<file path="src/rtl/xtea16_pkg.sv">
// Package for the reduced XTEA cipher: widths, round count, register indexes,
// command codes and the structs passed between the pipeline stages.
// No dependencies.
`timescale 1ns / 1ps

package xtea16_pkg;

  localparam int ROUNDS     = 16;
  localparam int NUM_STAGES = 2 * ROUNDS;
  localparam int HALF_W     = 16;
  localparam int BLOCK_W    = 2 * HALF_W;
  localparam int CFG_IDX_W  = 2;

  typedef logic [HALF_W-1:0]    half_t;
  typedef logic [CFG_IDX_W-1:0] cfg_idx_t;

  localparam cfg_idx_t CFG_KEY_ZERO = 2'd0;
  localparam cfg_idx_t CFG_KEY_ONE  = 2'd1;
  localparam cfg_idx_t CFG_DELTA    = 2'd2;

  localparam logic CMD_ENCRYPT = 1'b0;
  localparam logic CMD_DECRYPT = 1'b1;

  localparam half_t KEY_ZERO_RST = 16'hBEEF;
  localparam half_t KEY_ONE_RST  = 16'hBABE;
  localparam half_t DELTA_RST    = 16'h9E37;

  typedef struct packed {
    half_t key_zero;
    half_t key_one;
    half_t delta;
  } key_cfg_t;

  // phase is 0 on the first half of a round and 1 on the second.
  typedef struct packed {
    logic  cmd;
    logic  phase;
    half_t sum;
    half_t v0;
    half_t v1;
  } stage_data_t;

endpackage

</file>
<file path="src/rtl/xtea16_round.sv">
// One half-round stage of the reduced XTEA pipeline, with its own register
// and valid bit. Depends on xtea16_pkg.
`timescale 1ns / 1ps

module xtea16_round (
  input  logic                     clk,
  input  logic                     rst_n,
  input  xtea16_pkg::key_cfg_t     cfg,
  input  logic                     up_valid,
  input  xtea16_pkg::stage_data_t  up_data,
  output logic                     up_ready,
  output logic                     dn_valid,
  output xtea16_pkg::stage_data_t  dn_data,
  input  logic                     dn_ready
);

  logic                    valid_r;
  xtea16_pkg::stage_data_t data_r;
  xtea16_pkg::stage_data_t data_nxt;

  logic              src_is_v1;
  xtea16_pkg::half_t src;
  xtea16_pkg::half_t tgt;
  xtea16_pkg::half_t key;
  xtea16_pkg::half_t mix;
  xtea16_pkg::half_t tgt_nxt;

  // Encryption mixes v1 into v0 first; decryption undoes the second half first.
  always_comb begin
    src_is_v1 = !(up_data.phase ^ up_data.cmd);
    src       = src_is_v1 ? up_data.v1 : up_data.v0;
    tgt       = src_is_v1 ? up_data.v0 : up_data.v1;
    key       = (src_is_v1 ? up_data.sum[0] : up_data.sum[11]) ? cfg.key_one : cfg.key_zero;
    mix       = (((src << 4) ^ (src >> 5)) + src) ^ (up_data.sum + key);
    tgt_nxt   = (up_data.cmd == xtea16_pkg::CMD_DECRYPT) ? (tgt - mix) : (tgt + mix);

    data_nxt       = up_data;
    data_nxt.phase = !up_data.phase;
    if (src_is_v1) begin
      data_nxt.v0 = tgt_nxt;
    end else begin
      data_nxt.v1 = tgt_nxt;
    end
    if (!up_data.phase) begin
      data_nxt.sum = (up_data.cmd == xtea16_pkg::CMD_DECRYPT) ?
                     (up_data.sum - cfg.delta) : (up_data.sum + cfg.delta);
    end
  end

  assign up_ready = !valid_r || dn_ready;
  assign dn_valid = valid_r;
  assign dn_data  = data_r;

  always_ff @(posedge clk) begin
    if (!rst_n) begin
      valid_r <= 1'b0;
    end else if (up_ready) begin
      valid_r <= up_valid;
    end
  end

  always_ff @(posedge clk) begin
    if (up_ready && up_valid) begin
      data_r <= data_nxt;
    end
  end

endmodule

</file>
<file path="config.mk">
export PLATFORM = sky130hd
export DESIGN_NAME = xtea16_round
export DESIGN_NICKNAME = d
export VERILOG_FILES = /design/src/rtl/xtea16_pkg.sv /design/src/rtl/xtea16_round.sv
export SDC_FILE = /design/constraint.sdc
export NUM_CORES = 1
export LEC_CHECK = 0
export ABC_AREA = 1
export BUFFER_PORTS_ARGS = -buffer_cell sky130_fd_sc_hd__buf_2
export CAP_MARGIN = 5
export CORE_AREA = 2 2 117 119
export CTS_CLUSTER_SIZE = 16
export DETAILED_ROUTE_END_ITERATION = 10
export DIE_AREA = 0 0 119 121
export HOLD_SLACK_MARGIN = 0.08
export PLACE_DENSITY_LB_ADDON = 0.1
export SYNTH_ARGS = -nofsm -noshare
export SYNTH_HDL_FRONTEND = slang
export SYNTH_SLANG_ARGS = --single-unit
export TNS_END_PERCENT = 20
</file>
<file path="constraint.sdc">
create_clock -name clk -period 4.87 [get_ports clk]
set_input_delay 0 -clock clk [delete_from_list [all_inputs] [get_ports clk]]
set_output_delay 0 -clock clk [all_outputs]
set_load 0.005 [all_outputs]
</file>
==> results.py, run 1 <==
metrics = {
    "placed_design": {
        "post-place-cells": 1299,
        "portBuffers": 153,
        "place.gp.congestion": 0.912,
        "dp_hpwl_um": 14300,
    },
    "critical_path": {
        "path_delay_family": "compound AO/OA/AOI/OAI gates",
        "reg2reg_from": "dn_valid",
        "crit_type": "in2reg",
        "cpMostUsedCell": "o21ai_0",
        "cp-end-kind": "register",
        "cp.arrival_ps": 4500,
        "path_max_fanout": 3,
        "rrSetupSlack_ps": 3440,
        "cp.depth": 21,
        "cp_cell_sequence": "dlygate4sd3_1, buf_2, nand2_1, nand2_1, ha_1, fa_1, xor2_1, ha_1, nand2_1, o21ai_0, fa_1, o21ai_0, a21boi_0, o21ai_0, a21oi_1, o21bai_1, a21oi_1, nor2_1, nor2_1, xor2_1, o21ai_0",
        "cp_num_buf_inv": 2,
        "crit_end": "dn_data[12]",
        "r2r-end": "dn_data[24]",
        "crit_path_start": "up_data[0]",
        "cp-start-kind": "input pin",
        "cp.required_ps": 4920,
        "max_stage_delay_ps": 540,
        "worst_path_max_delay_cell": "dlygate4sd3_1",
        "reg2reg_depth": 2,
    },
    "pwr": {
        "max-vdd-ir-drop_mv": 0.216,
        "cellPowerDensity_nw_per_um2": 384,
        "p_leak_nw": 4.44,
    },
    "floorplan": {
        "fp.dieW_um": 119,
        "fp.dieArea_sq_um": 14400,
        "die_h_um": 121,
        "row_count": 42,
        "top_level_ports": 154,
        "core_sq_um": 13100,
        "start_util_pct": 50.3,
    },
    "routing": {
        "routed_wl_um": 17900,
        "drcViolationCount": 0,
        "vias": 6931,
        "wl_per_cell_um": 13.2,
        "first_pass_iters": 5,
        "postRouteAntennaNets": 0,
        "viasPerCell": 5.11,
        "drt_iter0_markers": 459,
    },
    "sta": {
        "finalCriticalPeriod_ps": 4450,
        "rsz0062_at_grt": "no",
        "hold_slack_ps": 96.6,
        "max_freq_mhz": 225,
        "slew_viol_final": 0,
        "finalHoldViolations": 0,
        "fin_crit_sh_pct": 91.3,
        "setup_viol": 0,
        "tightest_slew_ps": 682,
        "slew_headroom_pct": 54.6,
        "fin_skew_ps": 4.75,
    },
    "yosys": {
        "syn_area_per_cell_sq_um": 6.84,
        "ys.flop_type": "edfxtp_1",
        "yosys_warnings": 0,
        "synth.distinct_cells": 49,
        "synth_nets": 1129,
        "synth-async-reset-ratio_pct": 0,
        "netlist_area_sq_um": 6580,
        "synth_edf_count": 50,
        "ys_seq_area_share_pct": 23.1,
        "netlist_instances": 961,
        "synth_seq_cells": 51,
    },
    "min_path": {
        "hold_path_class": "in2reg",
    },
    "layout": {
        "n_antenna_cell": 0,
        "area_growth_pct": 27.9,
        "drive_gt1_share_pct": 21.0,
        "fill_cells": 1241,
        "fin_nets": 1347,
        "multi_input_area_sq_um": 4630,
        "final_cells": 1356,
        "seq_area_sq_um": 1520,
    },
    "global_route": {
        "met1_usage_pct": 33.5,
        "grt_usage_pct": 24.8,
        "grt_pass1_vias": 6369,
        "grt_max_degree": 53,
        "met3_usage_pct": 2.82,
        "met2_usage_pct": 43.0,
        "grt_antenna_before_repair": 0,
        "grt_remaining_overflow": 0,
        "grt_pass1_wl_um": 29300,
        "grt-busiest-layer": "met2",
    },
    "job": {
        "cap_viol_max_count": 0,
    },
    "status": {
        "outcome": "finished, final reports clean",
    },
    "clocking": {
        "clkSinkCount": 51,
        "numCtsBuffers": 5,
        "root_buffer": "clkbuf_16",
        "htree_levels": 2,
        "cts_tree": "yes",
        "insertion_delay_ps": 300,
        "path_clk_slew_ps": 80,
        "cts_buffer_depth": 2,
    },
}
==> Yosys cell counts, types with 2 or more instances <==
cell type  instances  area [sq um]
nand2_1          302          1130
inv_1             99           372
o21ai_0           66           330
ha_1              62           776
nor2_1            60           225
a21oi_1           59           295
edfxtp_1          50          1500
xor2_1            46           403
nand3_1           45           225
xnor2_1           23           201
nand2_2           16           100
clkbuf_1          11          41.3
nand4_1           11          68.8
nand2_4           10           113
a21o_1             9          67.6
nor3_1             9          45.0
nor2_2             6          37.5
o31ai_1            6          45.0
a21boi_0           5          37.5
a31oi_1            5          31.3
inv_2              5          18.8
nand3b_1           5          37.5
o21bai_1           5          37.5
or2_2              5          31.3
a211oi_1           4          30.0
fa_1               4          80.1
nand3_2            4          40.0
a22o_1             2          17.5
buf_1              2          7.51
buf_2              2          10.0
mux2i_1            2          20.0
o2111ai_1          2          17.5
o211ai_1           2          15.0
o21ai_1            2          10.0
==> worst reg2reg max path, stage by stage (launching register included) <==
cell	delay, ps
dfxtp_1	340
a21oi_4	140
buf_4	560
==> through the flow <==
stage	cell area (sq um)	utilization [%]	TNS, ps	setup WS (ps)	total power [mW]
2_1_floorplan	6580	-	0	245	2.14
3_3_place_gp	7720	59.0	0	100	2.69
3_5_place_dp	7720	59.0	-195	-97.5	2.72
4_1_cts	8350	63.8	0	208	3.18
5_1_grt	8410	64.3	0	14.0	3.54
6_report	8410	64.3	0	422	3.23
==> final cells by class <==
cell class / count / area share, %
Sequential cell: 51 / 18.1
Multi-Input combinational cell: 788 / 55.1
Clock inverter: 3 / 0.506
Clock buffer: 5 / 1.49
Inverter: 105 / 4.75
Timing Repair Buffer: 228 / 17.5
Tap cell: 176 / 2.62
==> sequential cells by signal, summed over array words and instances, names as in the netlist <==
register,cells
dn_data,50
dn_valid,1
==> timing repair <==
item / 4_1_cts / 5_1_grt
setup buffers: 0 / 2
endpoints found under the setup margin: 0 / 10
resized for setup: 0 / 14
hold buffers: 47 / 0
endpoints found under the hold margin: 46 / 0
==> where the power goes <==
group          internal [mW]  switching [mW]  total (mW)
Clock                  0.243           0.176       0.419
Sequential             0.656          0.0228       0.679
Combinational          0.898            1.23        2.13
Total                   1.80            1.43        3.23
==> logic make-up (layout without fill, tap and decap cells) <==
group,Yosys count,in the layout,synth area share [%]
XOR/XNOR,70,70,9.53
flip-flops,51,51,23.1
AO/OA/AOI/OAI,172,172,14.9
multiplexers,2,2,0.304
adder cells (fa/ha/maj),66,66,13.0
AND/OR/NAND/NOR,478,478,31.9
buffers and inverters,122,341,7.25
==> cell usage in the layout, fill, tap and decap left out, types with 3 or more instances in the layout <==
master	n
ha_1	61
edfxtp_1	50
a21o_1	9
nor3_1	9
nand2_2	18
o21bai_1	5
clkbuf_16	5
nand2_1	300
nand2_4	10
xnor2_1	23
nand3_2	4
nand4_1	11
nor2_1	60
inv_1	98
a31oi_1	5
o31ai_1	6
or2_2	5
o21ai_1	7
buf_4	26
a21boi_0	4
nand3b_1	5
nand3_1	45
dlygate4sd3_1	47
o21ai_0	61
inv_2	6
a21oi_1	57
a211oi_1	3
buf_2	153
xor2_1	45
nor2_2	6
fa_1	4
==> how the worst min path moves through the flow <==
stage	from	endpoint	slack, ps	depth (start not counted)
2_1_floorplan	dn_ready	up_ready	100	2
3_3_place_gp	rst_n	dn_valid	260	2
3_5_place_dp	rst_n	dn_valid	260	2
4_1_cts	up_data[43]	dn_data[43]	100	3
5_1_grt	up_data[43]	dn_data[43]	100	3
6_report	up_data[43]	dn_data[43]	100	3
==> routing by layer <==
metal / wire, um / share of wire, % / vias to the layer above
met5: 0 / 0 / -
met4: 168 / 0.94 / 0
met3: 703 / 3.9 / 10
met2: 8390 / 47 / 163
met1: 8610 / 48 / 3131
li1: - / - / 3627
(Power assumes the default switching activity.)
==> run 2, diff against run 1 <==
RECOVER_POWER = 50   (was not set)
==> run 2 against run 1 <==
- the flow now finishes with violations (capacitance limit, slew limit)
- combinational power is essentially flat
- die area is the same
- first-iteration DRC count shrank 8.3%
- critical path depth grew 6
- worst hold slack is essentially flat
- routed wire length shrank 0.18%
- sequential power grew 0.6%
- highest routed layer unchanged
==> results.py, run 2 (same netlist as run 1, synthesis figures left out) <==
metrics = {
    "placed_design": {
        "dp_hpwl_um": 14300,
        "place_ws_ps": -97.5,
        "place.gp.congestion": 0.912,
        "portBuffers": 153,
    },
    "critical_path": {
        "crit_end": "dn_data[12]",
        "r2r-end": "dn_data[24]",
        "crit_path_start": "up_data[49]",
        "reg2reg_depth": 2,
        "worst_path_max_delay_cell": "fa_1",
        "max_stage_delay_ps": 510,
        "rrSetupSlack_ps": 1890,
        "cp.depth": 27,
        "path_delay_family": "compound AO/OA/AOI/OAI gates",
        "cp.arrival_ps": 4500,
        "crit_type": "in2reg",
        "cp-end-kind": "register",
        "cp-start-kind": "input pin",
        "cp.required_ps": 4920,
        "path_max_fanout": 7,
        "cp_num_buf_inv": 4,
        "reg2reg_from": "dn_valid",
    },
    "routing": {
        "vias": 6936,
        "postRouteAntennaNets": 0,
        "viasPerCell": 5.12,
        "drcViolationCount": 0,
        "met1_length_um": 8500,
        "wl_met2_um": 8430,
        "first_pass_iters": 5,
        "routed_wl_um": 17800,
        "drt_iter0_markers": 421,
        "met3_length_um": 743,
        "dr.max_layer_used": "met4",
        "wl_per_cell_um": 13.2,
    },
    "min_path": {
        "hold_path_class": "in2reg",
    },
    "status": {
        "violations": "capacitance limit, slew limit",
        "outcome": "complete, but fails checks",
    },
    "sta": {
        "fin_crit_sh_pct": 91.4,
        "slew_viol_final": 51,
        "setup_viol": 0,
        "finalCriticalPeriod_ps": 4450,
        "slew_headroom_pct": -90.8,
        "hold_slack_ps": 96.6,
        "max_freq_mhz": 225,
        "tightest_slew_ps": 2860,
        "rsz0062_at_grt": "no",
        "finalHoldViolations": 0,
        "fin_skew_ps": 4.66,
        "postLayoutSetupSlackWorst_ps": 419,
    },
    "global_route": {
        "grt_pass1_wl_um": 29300,
        "grt_pass1_vias": 6369,
        "grt_antenna_before_repair": 0,
        "grt_usage_pct": 24.8,
        "grt_max_degree": 53,
        "grt_remaining_overflow": 0,
    },
    "clocking": {
        "insertion_delay_ps": 300,
        "cts_tree": "yes",
        "numCtsBuffers": 5,
        "root_buffer": "clkbuf_16",
        "htree_levels": 2,
        "path_clk_slew_ps": 80,
        "clkSinkCount": 51,
        "cts_buffer_depth": 2,
    },
    "floorplan": {
        "fp.dieW_um": 119,
        "fp.dieArea_sq_um": 14400,
        "row_count": 42,
        "top_level_ports": 154,
        "die_h_um": 121,
        "start_util_pct": 50.3,
        "core_sq_um": 13100,
    },
    "pwr": {
        "cellPowerDensity_nw_per_um2": 384,
        "max-vdd-ir-drop_mv": 0.216,
        "p_leak_nw": 4.37,
    },
    "layout": {
        "final_common_cell": "nand2_1",
        "largest_reg_flops": 50,
        "area_growth_pct": 27.3,
        "fin_nets": 1347,
        "utilization_pct": 64.0,
        "n_antenna_cell": 0,
        "drive_gt1_share_pct": 19.0,
        "layout_common_cells": "300 x nand2_1, 131 x buf_2, 98 x inv_1",
    },
    "job": {
        "cap_viol_max_count": 1,
    },
}
run 2: cell count changes in the layout (fill, tap and decap cells not counted):
cell | before | now
clkbuf_1 | 0 | 24
buf_2 | 153 | 131
buf_4 | 26 | 24
run 2: final cells by class:
| cell class | count | area [sq um] |
|---|---|---|
| flip-flops and latches | 51 | 1520 |
| repair buffers | 228 | 1440 |
| fillers | 1253 | 4710 |
| well taps | 176 | 220 |
| clock inverters | 3 | 42.5 |
| multi-input cells | 788 | 4630 |
| clock buffers | 5 | 125 |
| inverters | 105 | 399 |
run 2: report_power, final:
| group | leakage, nW | internal (mW) | switching [mW] |
|---|---|---|---|
| combinational | 3.79 | 0.884 | 1.23 |
| clock | 0.0818 | 0.243 | 0.177 |
| sequential | 0.497 | 0.658 | 0.0244 |
| total | 4.37 | 1.79 | 1.43 |
run 2: per-layer routing:
| layer | up-vias | global-route usage, % |
|---|---|---|
| met4 | 0 | 5.13 |
| met3 | 10 | 2.82 |
| met5 | - | 0 |
| met1 | 3142 | 33.5 |
| li1 | 3633 | - |
| met2 | 151 | 43.0 |
run 2: through the flow:
step | TNS, ps | instances | power [mW] | instance area [sq um]
CTS | 0 | 1354 | 3.18 | 8350
floorplan | 0 | 961 | 2.14 | 6580
global placement | 0 | 1299 | 2.69 | 7720
detailed placement | -195 | 1299 | 2.72 | 7720
global route | 0 | 1356 | 3.53 | 8370
finish | 0 | 1356 | 3.22 | 8370
run 2: worst min-delay path by stage:
stage                      from          end  slack [ps]  cells after the start
finish              up_data[43]  dn_data[43]         100                      3
floorplan              dn_ready     up_ready         100                      2
detailed placement        rst_n     dn_valid         260                      2
global placement          rst_n     dn_valid         260                      2
global route        up_data[43]  dn_data[43]         100                      3
CTS                 up_data[43]  dn_data[43]         100                      3
run 2: repair_timing:
item | in CTS | in global routing
endpoints found under the hold margin | 46 | 0
resized for setup | 0 | 14
hold buffers | 47 | 0
setup endpoints to repair | 0 | 10
buffers inserted | 0 | 2
run 2: tightest hold or removal path, delay by kind of cell:
| family | cells | cell delay [ps] |
|---|---|---|
| simple gates | 1 | 60 |
| compound gates | 1 | 60 |
| buf+inv | 1 | 160 |
==> run 3, diff against run 2 <==
CORE_AREA = 2 2 96 145   (was 2 2 117 119)
DIE_AREA = 0 0 98 147   (was 0 0 119 121)
==> run 3 against run 2 <==
- the run still ends with capacitance limit, slew limit left
- flip-flop and latch count is the same
- clock-buffer cell count is the same
- sequential share of layout area is essentially flat
- sequential power is essentially flat
- final area grew 0.18%
- non-clock buffer count shrank 1
- core utilization shrank 0.48 points
- combinational power is essentially flat
- fmax grew 0.61%
- final cell count shrank 1.1%
- highest routed layer unchanged
==> results.py, run 3 (same netlist as run 1, synthesis figures left out) <==
metrics = {
    "sta": {
        "finalHoldViolations": 0,
        "fin_skew_ps": 5.44,
        "hold_slack_ps": 96.6,
        "fin_crit_sh_pct": 90.8,
        "setup_viol": 0,
        "tightest_slew_ps": 2840,
        "max_freq_mhz": 226,
        "finalCriticalPeriod_ps": 4420,
        "slew_headroom_pct": -89.6,
        "slew_viol_final": 51,
    },
    "critical_path": {
        "r2r-end": "dn_data[47]",
        "max_stage_delay_ps": 540,
        "cpMostUsedCell": "nand2_1",
        "crit_path_start": "up_data[32]",
        "cp.arrival_ps": 4490,
        "reg2reg_from": "dn_valid",
        "worst_path_max_delay_cell": "dlygate4sd3_1",
        "cp.required_ps": 4930,
        "path_max_fanout": 10,
        "cp-end-kind": "register",
        "reg2reg_depth": 2,
        "crit_type": "in2reg",
        "cp-start-kind": "input pin",
        "rrSetupSlack_ps": 1910,
    },
    "layout": {
        "n_antenna_cell": 0,
        "fin_nets": 1346,
        "area_growth_pct": 27.6,
        "largest_reg_flops": 50,
        "final_common_cell": "nand2_1",
        "final_cells": 1341,
        "layout_common_cells": "300 x nand2_1, 141 x buf_2, 98 x inv_1",
        "drive_gt1_share_pct": 20.9,
    },
    "clocking": {
        "numCtsBuffers": 5,
        "path_clk_slew_ps": 80,
        "root_buffer": "clkbuf_16",
        "cts_buffer_depth": 2,
        "cts_tree": "yes",
        "insertion_delay_ps": 300,
        "htree_levels": 2,
        "clkSinkCount": 51,
    },
    "routing": {
        "wl_per_cell_um": 13.5,
        "first_pass_iters": 5,
        "viasPerCell": 5.20,
        "drt_iter0_markers": 220,
        "drcViolationCount": 0,
        "routed_wl_um": 18100,
        "vias": 6977,
        "postRouteAntennaNets": 0,
    },
    "job": {
        "cap_viol_max_count": 1,
    },
    "floorplan": {
        "top_level_ports": 154,
        "fp.dieArea_sq_um": 14400,
        "row_count": 52,
        "start_util_pct": 49.8,
        "core_sq_um": 13200,
        "fp.dieW_um": 98,
        "die_h_um": 147,
    },
    "pwr": {
        "max-vdd-ir-drop_mv": 0.178,
        "cellPowerDensity_nw_per_um2": 385,
        "p_leak_nw": 4.40,
    },
    "placed_design": {
        "post-place-cells": 1285,
        "place.gp.congestion": 0.909,
        "dp_hpwl_um": 14800,
        "portBuffers": 153,
    },
    "min_path": {
        "holdPathEnd": "dn_data[36]",
        "hold_path_class": "in2reg",
        "hp-start": "up_data[36]",
        "hold_depth": 3,
    },
    "global_route": {
        "grt_pass1_wl_um": 29800,
        "grt_pass1_vias": 6907,
        "grt_antenna_before_repair": 0,
        "grt_usage_pct": 25.2,
        "grt_remaining_overflow": 0,
        "grt_max_degree": 53,
    },
    "status": {
        "outcome": "complete, but fails checks",
        "violations": "capacitance limit, slew limit",
    },
}
==> run 3: cell types whose count changed in the layout (fill, tap and decap cells not counted), sizes merged <==
cell,change
buf,+11
clkbuf,-11
dlygate4sd3,-1
clkinv,+1
inv,-1
==> run 3: worst max-delay path by stage <==
stage                  endpoint  slack (ps)  cells after the start
floorplan           dn_data[15]         250                     33
global placement    dn_data[15]         140                     38
detailed placement  dn_data[15]         -30                     38
CTS                 dn_data[15]          60                     36
global route        dn_data[31]        -0.6                     32
finish              dn_data[15]         450                     35
==> run 3: final cells by class <==
type	count	area [sq um]
repair buffers	227	1440
clock inverters	3	43.8
clock buffers	5	125
multi-input cells	788	4650
flip-flops and latches	51	1520
inverters	105	399
well taps	162	203
fillers	1286	4820
==> run 3: routing by layer <==
metal / share of wire (%) / vias up / GRT usage, %
met2: 54 / 179 / 49.9
met3: 3.5 / 44 / 2.24
li1: - / 3636 / -
met4: 3.8 / 0 / 10.9
met5: 0 / - / 0
met1: 39 / 3118 / 26.4
==> run 3: timing repair <==
item / 4_1_cts / 5_1_grt
endpoints found under the setup margin: 0 / 10
hold endpoints to repair: 45 / 0
buffers inserted: 0 / 2
resized for setup: 0 / 30
hold buffers: 46 / 0
==> run 3: power by group <==
group	switching (mW)	internal, mW
combinational	1.23	0.896
sequential	0.0230	0.658
clock	0.178	0.243
total	1.43	1.80
==> run 3: metrics by stage <==
step	utilization, %	power [mW]	worst slack, ps	instance area [sq um]	TNS [ps]
6_report	63.5	3.23	446	8390	0
5_1_grt	63.5	3.57	-0.629	8390	-0.629
4_1_cts	63.1	3.17	60.3	8330	0
3_5_place_dp	58.3	2.71	-29.0	7700	-41.7
3_3_place_gp	58.3	2.67	136	7700	0
2_1_floorplan	-	2.14	245	6580	0
==> run 3: critical path: cells and delay by family <==
kind                     cells  cell delay (ps)
AO/OA/AOI/OAI                5              700
XOR/XNOR                     1              150
adder cells (fa/ha/maj)      2              620
buffers and inverters        5             1040
AND/OR/NAND/NOR             22             1950
